===== config.mk =====
export PLATFORM = sky130hd
export DESIGN_NAME = stable_priority_queue
export DESIGN_NICKNAME = d
export VERILOG_FILES = /design/src/sv/spq_pkg.sv /design/src/sv/stable_priority_queue.sv
export SDC_FILE = /design/constraint.sdc
export NUM_CORES = 2
export LEC_CHECK = 0
export BUFFER_PORTS_ARGS = -buffer_cell sky130_fd_sc_hd__buf_2
export CAP_MARGIN = 20
export CORE_MARGIN = 5
export CORE_UTILIZATION = 60
export DETAILED_ROUTE_END_ITERATION = 8
export GPL_ROUTABILITY_DRIVEN = 0
export PLACE_DENSITY = 0.72
export SLEW_MARGIN = 0
export SYNTH_ARGS = -nofsm -noshare
export SYNTH_HDL_FRONTEND = slang
export SYNTH_SLANG_ARGS = --single-unit

===== constraint.sdc =====
create_clock -name clock -period 14.2 [get_ports clock]
set_input_delay 4.26 -clock clock [delete_from_list [all_inputs] [get_ports clock]]
set_output_delay 4.26 -clock clock [all_outputs]
set_load 0.02 [all_outputs]

===== src/sv/spq_pkg.sv =====
// Shared types, sizes and codes of the stable priority queue.
// Self-contained; used by stable_priority_queue and spq_checker.
`default_nettype none

package spq_pkg;

   // Sizes of the queue.
   localparam int NUM_LEVELS  = 16;
   localparam int LEVEL_DEPTH = 16;
   localparam int TAG_BITS    = 16;

   // Widths of the transaction fields.
   localparam int OP_W   = 1;
   localparam int PRIO_W = 4;
   localparam int TAG_W  = 16;
   localparam int STAT_W = 2;

   // Derived widths.
   localparam int LVL_BITS   = (NUM_LEVELS > 1) ? $clog2(NUM_LEVELS) : 1;
   localparam int SLOT_BITS  = (LEVEL_DEPTH > 1) ? $clog2(LEVEL_DEPTH) : 1;
   localparam int CNT_BITS   = $clog2(LEVEL_DEPTH + 1);
   localparam int MEM_DEPTH  = NUM_LEVELS * LEVEL_DEPTH;
   localparam int ADDR_BITS  = (MEM_DEPTH > 1) ? $clog2(MEM_DEPTH) : 1;
   localparam int STORE_BITS = (TAG_BITS < TAG_W) ? TAG_BITS : TAG_W;

   // Operation codes.
   localparam logic [OP_W-1:0] OP_ADD    = 1'b0;
   localparam logic [OP_W-1:0] OP_REMOVE = 1'b1;

   // Status codes.
   localparam logic [STAT_W-1:0] ST_ADDED   = 2'd0;
   localparam logic [STAT_W-1:0] ST_REMOVED = 2'd1;
   localparam logic [STAT_W-1:0] ST_EMPTY   = 2'd2;
   localparam logic [STAT_W-1:0] ST_FULL    = 2'd3;

   typedef struct packed {
      logic [OP_W-1:0]   op;
      logic [PRIO_W-1:0] priority_req;
      logic [TAG_W-1:0]  file_tag;
   } req_type;

   typedef struct packed {
      logic [STAT_W-1:0] status;
      logic [TAG_W-1:0]  out_tag;
      logic [PRIO_W-1:0] out_priority;
   } rsp_type;

   // Circular slot advance within one level.
   function automatic logic [SLOT_BITS-1:0] next_slot(input logic [SLOT_BITS-1:0] s);
      logic [SLOT_BITS-1:0] r;
      if (s == SLOT_BITS'(LEVEL_DEPTH - 1)) begin
         r = '0;
      end else begin
         r = s + 1'b1;
      end
      return r;
   endfunction

endpackage

`default_nettype wire


===== src/sv/stable_priority_queue.sv =====
// Top level of the stable priority queue: sequencer, per-level FIFO pointers
// and the tag memory. Depends on spq_pkg.
//
//   Channel | Direction | Handshake              | Payload
//   req_    | in        | req_valid / req_ready  | spq_pkg::req_type
//   rsp_    | out       | rsp_valid / rsp_ready  | spq_pkg::rsp_type
//
// One transaction is handled at a time; req_ready is high only while idle.
// An add goes from S_ACCESS to S_RESP after acceptance. A remove first scans
// the level counts from the highest level down, one level per cycle through a
// single compare, then passes through S_ACCESS and S_READ to S_RESP.
// When every level is empty the scan answers directly, going to S_RESP.
// The tag memory has one port, read data registered. Reset empties all levels
// at once; the memory needs no clearing. A stalled response holds its value.
`default_nettype none

module stable_priority_queue (
   input  wire logic             clock,
   input  wire logic             reset,
   input  wire logic             req_valid,
   output logic                  req_ready,
   input  wire spq_pkg::req_type req_data,
   output logic                  rsp_valid,
   input  wire logic             rsp_ready,
   output spq_pkg::rsp_type      rsp_data
);

   typedef enum logic [4:0] {
      S_IDLE   = 5'b00001,
      S_SCAN   = 5'b00010,
      S_ACCESS = 5'b00100,
      S_READ   = 5'b01000,
      S_RESP   = 5'b10000
   } state_type;

   state_type state_ff, state_in;

   logic [spq_pkg::SLOT_BITS-1:0] head_ff  [spq_pkg::NUM_LEVELS];
   logic [spq_pkg::SLOT_BITS-1:0] head_in  [spq_pkg::NUM_LEVELS];
   logic [spq_pkg::SLOT_BITS-1:0] tail_ff  [spq_pkg::NUM_LEVELS];
   logic [spq_pkg::SLOT_BITS-1:0] tail_in  [spq_pkg::NUM_LEVELS];
   logic [spq_pkg::CNT_BITS-1:0]  count_ff [spq_pkg::NUM_LEVELS];
   logic [spq_pkg::CNT_BITS-1:0]  count_in [spq_pkg::NUM_LEVELS];

   logic [spq_pkg::OP_W-1:0]       op_ff, op_in;
   logic [spq_pkg::LVL_BITS-1:0]   level_ff, level_in;
   logic [spq_pkg::LVL_BITS-1:0]   scan_ff, scan_in;
   logic [spq_pkg::STORE_BITS-1:0] tag_ff, tag_in;
   spq_pkg::rsp_type               rsp_ff, rsp_in;

   logic [spq_pkg::STORE_BITS-1:0] mem [spq_pkg::MEM_DEPTH];
   logic [spq_pkg::STORE_BITS-1:0] rdata_ff;
   logic [spq_pkg::ADDR_BITS-1:0]  mem_addr;
   logic [spq_pkg::SLOT_BITS-1:0]  slot;
   logic                           mem_we;
   logic [spq_pkg::LVL_BITS-1:0]   level_sat;

   assign req_ready = (state_ff == S_IDLE);
   assign rsp_valid = (state_ff == S_RESP);
   assign rsp_data  = rsp_ff;

   // Levels above the top one fold onto the top one.
   assign level_sat = (32'(req_data.priority_req) >= spq_pkg::NUM_LEVELS) ?
                      spq_pkg::LVL_BITS'(spq_pkg::NUM_LEVELS - 1) :
                      spq_pkg::LVL_BITS'(req_data.priority_req);

   assign slot     = (op_ff == spq_pkg::OP_ADD) ? tail_ff[level_ff] : head_ff[level_ff];
   assign mem_addr = spq_pkg::ADDR_BITS'(level_ff) *
                     spq_pkg::ADDR_BITS'(spq_pkg::LEVEL_DEPTH) +
                     spq_pkg::ADDR_BITS'(slot);

   always_comb begin
      state_in = state_ff;
      op_in    = op_ff;
      level_in = level_ff;
      scan_in  = scan_ff;
      tag_in   = tag_ff;
      rsp_in   = rsp_ff;
      head_in  = head_ff;
      tail_in  = tail_ff;
      count_in = count_ff;
      mem_we   = 1'b0;

      unique case (state_ff)
         S_IDLE: begin
            if (req_valid) begin
               op_in    = req_data.op;
               level_in = level_sat;
               tag_in   = req_data.file_tag[spq_pkg::STORE_BITS-1:0];
               scan_in  = spq_pkg::LVL_BITS'(spq_pkg::NUM_LEVELS - 1);
               state_in = (req_data.op == spq_pkg::OP_ADD) ? S_ACCESS : S_SCAN;
            end
         end
         S_SCAN: begin
            if (count_ff[scan_ff] != '0) begin
               level_in = scan_ff;
               state_in = S_ACCESS;
            end else if (scan_ff == '0) begin
               rsp_in.status       = spq_pkg::ST_EMPTY;
               rsp_in.out_tag      = '0;
               rsp_in.out_priority = '0;
               state_in            = S_RESP;
            end else begin
               scan_in = scan_ff - 1'b1;
            end
         end
         S_ACCESS: begin
            if (op_ff == spq_pkg::OP_ADD) begin
               rsp_in.out_tag      = '0;
               rsp_in.out_priority = '0;
               if (count_ff[level_ff] == spq_pkg::CNT_BITS'(spq_pkg::LEVEL_DEPTH)) begin
                  rsp_in.status = spq_pkg::ST_FULL;
               end else begin
                  mem_we             = 1'b1;
                  tail_in[level_ff]  = spq_pkg::next_slot(tail_ff[level_ff]);
                  count_in[level_ff] = count_ff[level_ff] + 1'b1;
                  rsp_in.status      = spq_pkg::ST_ADDED;
               end
               state_in = S_RESP;
            end else begin
               // The memory read of the head slot is registered this cycle.
               head_in[level_ff]  = spq_pkg::next_slot(head_ff[level_ff]);
               count_in[level_ff] = count_ff[level_ff] - 1'b1;
               state_in           = S_READ;
            end
         end
         S_READ: begin
            rsp_in.status       = spq_pkg::ST_REMOVED;
            rsp_in.out_tag      = spq_pkg::TAG_W'(rdata_ff);
            rsp_in.out_priority = spq_pkg::PRIO_W'(level_ff);
            state_in            = S_RESP;
         end
         S_RESP: begin
            if (rsp_ready) begin
               state_in = S_IDLE;
            end
         end
         default: begin
            state_in = S_IDLE;
         end
      endcase
   end

   always_ff @(posedge clock) begin
      if (reset) begin
         state_ff <= S_IDLE;
         for (int i = 0; i < spq_pkg::NUM_LEVELS; i++) begin
            head_ff[i]  <= '0;
            tail_ff[i]  <= '0;
            count_ff[i] <= '0;
         end
      end else begin
         state_ff <= state_in;
         head_ff  <= head_in;
         tail_ff  <= tail_in;
         count_ff <= count_in;
      end
   end

   always_ff @(posedge clock) begin
      op_ff    <= op_in;
      level_ff <= level_in;
      scan_ff  <= scan_in;
      tag_ff   <= tag_in;
      rsp_ff   <= rsp_in;
   end

   always_ff @(posedge clock) begin
      if (mem_we) begin
         mem[mem_addr] <= tag_ff;
      end
      rdata_ff <= mem[mem_addr];
   end

endmodule

`default_nettype wire


# Yosys cells after proc, flatten, opt, wreduce, memory -nomap -nowiden
# Memories as Yosys holds them, arrays and structs flattened. A register that Yosys moved wholly into a read port is not among the register bits.
# Cells that the tools add are included.
totals:
  register_bits: 260
  mem_bits_rw: 4096
  inputBits: 25
  word_cells: 154
  mem_count: 1
mem_list:
  columns: ["name", "words", "width", "rd", "rd_clocked_by_memory_dff", "wr", "line", "text"]
  rows:
  - ["mem", 256, 16, 1, 1, 1, "stable_priority_queue.sv:51", "logic [spq_pkg::STORE_BITS-1:0] mem [spq_pkg::MEM_DEPTH];"]
op_classes:
  add_sub_neg: 6
  n_lt_le_gt_ge: 3
  n_eq_ne: 17
  mux: 54
  bitwise: 4
  n_reduce_logical: 13
ops:
  columns: ["op", "n"]
  rows:
  - ["bitwise mux 80 bit", 2]
  - ["two-way mux 80 bit", 2]
  - ["bitwise mux 64 bit", 2]
  - ["two-way mux 4 bit", 18]
  - ["two-way mux 22 bit", 3]
  - ["case mux 22 bit (3 select lines)", 1]
  - ["two-way mux 5 bit", 10]
  - ["binary-select mux 5 bit (select 4 bit)", 2]
  - ["binary-select mux 4 bit (select 4 bit)", 2]
  - ["case mux 5 bit (5 select lines)", 1]
  - ["demux 5 bit (select 4 bit)", 1]
  - ["demux 4 bit (select 4 bit)", 1]
  - ["case mux 4 bit (2 select lines)", 2]
  - ["inequality test 2 bit (second input constant)", 7]
  - ["equality test 5 bit (second input constant)", 2]
  - ["greater-or-equal comparator 5 bit (second input constant)", 2]
  - ["inverter 4 -> 5 bit", 2]
  - ["AND reduction 3 bit", 3]
  - ["adder 4 x 1 -> 4 bit (second input constant)", 2]
  - ["adder 8 x 4 -> 8 bit", 1]
  - ["equality test 4 bit (second input constant)", 2]
  - ["AND reduction 4 bit", 2]
  - ["AND reduction 2 bit", 3]
  - ["adder 5 x 1 -> 5 bit (second input constant)", 1]
  - ["18 further kinds", 23]

# Longest topological paths before layout
logic_depth:
  depth_word: 10
  mapped_depth: 20

# Worst setup path before layout
# OpenSTA, ideal clock, no wires.
synth_path:
  path_kind: "reg2out"
  startpoint: "register state_ff[1]"
  endpoint: "output req_ready"
  arrival_ns: 0.954
  path_slack_ns: 8.986
  path_stages_with_launch: 4
  n_path_buf: 1
  cell_sequence: "dfxtp_1 -> nor3_1 -> and3b_1 -> clkbuf_1"
synth_between:
  elab_chain_len: 1
synth_lines:
  columns: ["element", "line", "text"]
  rows:
  - ["start: declaration", "stable_priority_queue.sv:36", "state_type state_ff, state_in;"]
  - ["start signal: assignment", "stable_priority_queue.sv:153", "state_ff <= state_in;"]
  - ["equality test 5 x 1 -> 1 bit", "stable_priority_queue.sv:58", "assign req_ready = (state_ff == S_IDLE);"]
  - ["end: declaration", "stable_priority_queue.sv:21", "output logic req_ready,"]
# No other way between the ends.

# Final worst setup path
layout_path:
  startpoint: "register level_ff[0] (netlist bit)"
  endpoint: "register rdata_ff[15] (netlist bit), read port of mem"
layout_between:
  elab_chain_len: 6
layout_lines:
  columns: ["element", "line", "text"]
  rows:
  - ["start: declaration", "stable_priority_queue.sv:46", "logic [spq_pkg::LVL_BITS-1:0] level_ff, level_in;"]
  - ["start signal: assignment", "stable_priority_queue.sv:162", "level_ff <= level_in;"]
  - ["inverter 4 -> 5 bit (not written as such)", "stable_priority_queue.sv:67", "assign slot = (op_ff == spq_pkg::OP_ADD) ? tail_ff[level_ff] : head_ff[level_ff];"]
  - ["binary-select mux 4 bit (select 4 bit)", "stable_priority_queue.sv:67", null]
  - ["two-way mux 4 bit (not written as such) (2 in a row)", "stable_priority_queue.sv:67", null]
  - ["two-way mux 4 bit", "stable_priority_queue.sv:67", null]
  - ["adder 8 x 4 -> 8 bit (*)", "stable_priority_queue.sv:69", "spq_pkg::ADDR_BITS'(spq_pkg::LEVEL_DEPTH) +"]
  - ["end: declaration", "stable_priority_queue.sv:52", "logic [spq_pkg::STORE_BITS-1:0] rdata_ff;"]
# Mark *: on every way between the ends. The rest lies on a longest branch, timed or not. The select of a mux whose other input is x is not followed.
# A chain may end at the register's enable or synchronous reset.

==> metrics.log <==
INFO  metric status = finished with violations
INFO  metric violations_in_the_final_reports = DRC, slew limit
INFO  metric synth_edf_count = 4143
INFO  metric power.share.combinational = 0.085
INFO  metric synthFlopType = edfxtp_1
INFO  metric cts-htree-levels = 5
INFO  metric worst_hold_path_type = register to register
INFO  metric post-synth-top-area-cell = edfxtp_1
INFO  metric pwr_density_cell = 151 nW/µm²
INFO  metric number_of_distinct_library_cells_after_synthesis = 58
INFO  metric timing.critical_path.to_type = register
INFO  metric final.period_utilization = 0.554
INFO  metric cts_sinks = 4372
INFO  metric pwr-share-seq = 0.522
INFO  metric finalHoldViolCount = 0
INFO  metric via_per_inst = 7.11
INFO  metric routed.top_layer = met5
INFO  metric postSynth.asyncResetShare = 0
INFO  metric fp.dieArea = 283000 µm²
INFO  metric max-vdd-ir-drop = 111 µV
INFO  metric place_hpwl = 258 mm
INFO  metric largest_net_degree_at_the_start_of_global_routing = 181
INFO  metric cp-start-kind = register
INFO  metric ctsResizeCount = 0
INFO  metric clock_insertion_delay_at_the_later_pin_of_the_skew_report = 0.94 ns
INFO  metric design.portCount = 49
INFO  metric final_cell_area = 183000 µm²
INFO  metric initial_utilization = 0.604
INFO  metric io_buffer_count = 48
INFO  metric max-clock-path-buffers = 4
INFO  metric fin_worst_skew = 0.0721 ns
INFO  metric die_height = 532 µm
INFO  metric cts-hold-fix-buffers = 0
INFO  metric cp_num_buf_inv = 5
INFO  metric cts-root-buf = clkbuf_16
INFO  metric synth_sequential_area_ratio = 0.788
INFO  metric final_layout_worst_hold_slack = 0.492 ns
INFO  metric core = 271000 µm²
INFO  metric power_report.internal_total = 21.1 mW
INFO  metric final_antenna_net_count = 0
INFO  metric synth.top_cell.area_share = 0.760
INFO  metric power.switching = 6.46 mW
INFO  metric syn-num-nets = 10.0k
INFO  metric wl_met3 = 65.4 mm
INFO  metric crit_arrival = 8.69 ns
INFO  metric drt-wirelength-per-cell = 33.2 µm
INFO  metric net_count_of_the_finished_layout = 10.2k
INFO  metric rows = 191
INFO  metric number_of_antenna_violations_at_the_first_check_in_global_routing = 32
INFO  metric swShare = 0.235
INFO  metric grt_setup_unrepaired = false
INFO  metric crit_path_max_fanout = 157
INFO  metric area_after_detailed_placement = 169000 µm²
INFO  metric chipWidth = 532 µm
INFO  metric drt-met1-wl = 165 mm
INFO  metric syn-cell-area = 164000 µm²
INFO  metric synth-seq-cells = 4372
INFO  metric cp_data_required_time = 15.02 ns
INFO  metric power.static_leakage = 56.4 nW
INFO  metric layout-area-overhead-vs-synth = 11.7%
INFO  metric cp_slowest_stage_delay = 0.81 ns
INFO  metric route.final.wire_length = 467 mm
INFO  metric overall_fraction_of_global_route_tracks_in_use = 0.321
INFO  metric fin_tns_setup = 0 ns
INFO  metric post_route_cells_drive_above_1_share = 0.115
INFO  metric crit_chain = buf_4 -> nor2_1 -> a22oi_1 -> o221ai_1 -> o2111ai_4 -> buf_12 -> buf_4 -> buf_12 -> buf_4 -> a22oi_1 -> a31oi_1 -> a2111oi_0 -> a22oi_1 -> nand4_1 -> nand4_1
INFO  metric detail_route.iter0.violations = 17.7k
INFO  metric path_class = register to register
INFO  metric synth.area.top_cells = edfxtp_1 (76%), a22oi_1 (5.3%), dfxtp_1 (2.8%)
INFO  metric cap_violations = 0
INFO  metric clk_transition_reported_paths = 0.06 ns
INFO  metric synth_warnings = 0
INFO  metric tritoncts = built
INFO  metric setup-violations-final = 0
INFO  metric cp_slowest_cell = buf_4
INFO  metric num_vias = 100k
INFO  metric postCtsSetupRepairBufs = 0
INFO  metric post_synth_inst_count = 10.0k
INFO  metric dr.pass1.iters = 6
INFO  metric timing.max_slew.rel_slack = -0.0946
INFO  metric grt_pass1_wl = 671 mm
INFO  metric final_max_slew_viol_count = 64
INFO  metric cts_made_buffers = 417
INFO  metric drc = 2
INFO  metric globalRouteOverflowTotal = 0
INFO  metric grt_pass1_vias = 95.0k
INFO  metric path_delay_family = buffers and inverters
INFO  metric fmax = 127 MHz
INFO  metric worst_slew_pin_slew = 1.64 ns
INFO  metric final_core_util = 0.674
INFO  metric power.clock.fraction = 0.393
INFO  metric sum_of_met2_wire_segment_lengths_after_detailed_routing = 209 mm
INFO  metric syn-mean-instance-area = 16.4 µm²
INFO  metric final_period_minus_worst_setup_slack = 7.87 ns
## cells in the final DEF, fill, tap and decap left out, types with 81 or more instances in the layout
master	count
a21oi_1	349
a221oi_1	192
a22o_1	257
a22oi_1	1154
a31oi_1	456
buf_4	397
clkbuf_1	99
clkbuf_16	424
clkinv_1	94
dfxtp_1	229
edfxtp_1	4143
mux2i_1	167
nand2_1	477
nand4_1	81
nor2_1	486
o21ai_0	515
or4_1	141
## per-layer routing
layer / vias up / global-route usage
met1: 49880 / 0.454
met3: 1170 / 0.0797
met5: - / 0
met4: 12 / 0.158
met2: 7919 / 0.473
li1: 41046 / -
## state kept, by name, indices dropped and copies added, names as in the netlist
signal    flops
state_ff      5
count_ff     80
tail_ff      64
rsp_data     22
level_ff      4
op_ff         1
scan_ff       4
rdata_ff     16
head_ff      64
tag_ff       16
mem        4096
## area by class of cell
cell class	instances	area (µm²)
fillers	17172	88400
clock inverters	224	2030
flip-flops and latches	4372	129000
clock buffers	535	11100
multi-input cells	4839	32000
well taps	3570	4470
diodes	15	37.5
repair buffers	503	4150
inverters	10	37.5
## kinds of logic after synthesis
kind of cell    Yosys count  synth area share
mux                     237            0.0189
xor+xnor                  8          0.000428
flops                  4372             0.788
fa+ha+maj                 5          0.000382
simple gates           1422            0.0398
compound gates         3167             0.133
buf+inv                 793            0.0195
## worst min-delay path, stage by stage (launching register included)
cell and delay (ns):
dfxtp_1 0.33, a21oi_1 0.06, nor2_1 0.07
## power groups by stage
stage / clock [mW] / sequential, mW / combinational, mW
after global placement: 0 / 14.6 / 2.23
after global routing: 11.4 / 14.4 / 2.45
after detailed placement: 0 / 14.6 / 2.28
final: 10.8 / 14.4 / 2.35
after CTS: 10.8 / 14.4 / 2.29
after floorplan: 0 / 14.9 / 1.14
## metrics by stage
step | power [mW] | std cells | setup WS, ns
2_1_floorplan | 16.0 | 10004 | 8.99
3_3_place_gp | 16.9 | 13261 | 5.66
3_5_place_dp | 16.9 | 13279 | 6.58
4_1_cts | 27.5 | 14038 | 6.56
5_1_grt | 28.2 | 14055 | 5.93
6_report | 27.5 | 14068 | 6.33
## synth_stat cells, drive strengths merged (192+ instances only)
library cell  instances
a21oi               349
a221oi              192
a22o                257
a22oi              1154
a31oi               456
buf                 197
clkbuf              586
dfxtp               229
edfxtp             4143
nand2               485
nor2                505
o21ai               517
## worst paths after layout
path                             from  depth (start not counted)  slack (ns)                       end
max             level_ff[0]$_DFFE_PP_                         15        6.33      rdata_ff[15]$_DFF_P_
min          tail_ff[30]$_SDFFE_PP0P_                          2        0.49  tail_ff[30]$_SDFFE_PP0P_
max reg2reg     level_ff[0]$_DFFE_PP_                         15        6.33      rdata_ff[15]$_DFF_P_
min reg2reg  tail_ff[30]$_SDFFE_PP0P_                          2        0.49  tail_ff[30]$_SDFFE_PP0P_
No activity file was read; power rests on OpenSTA's default activity.
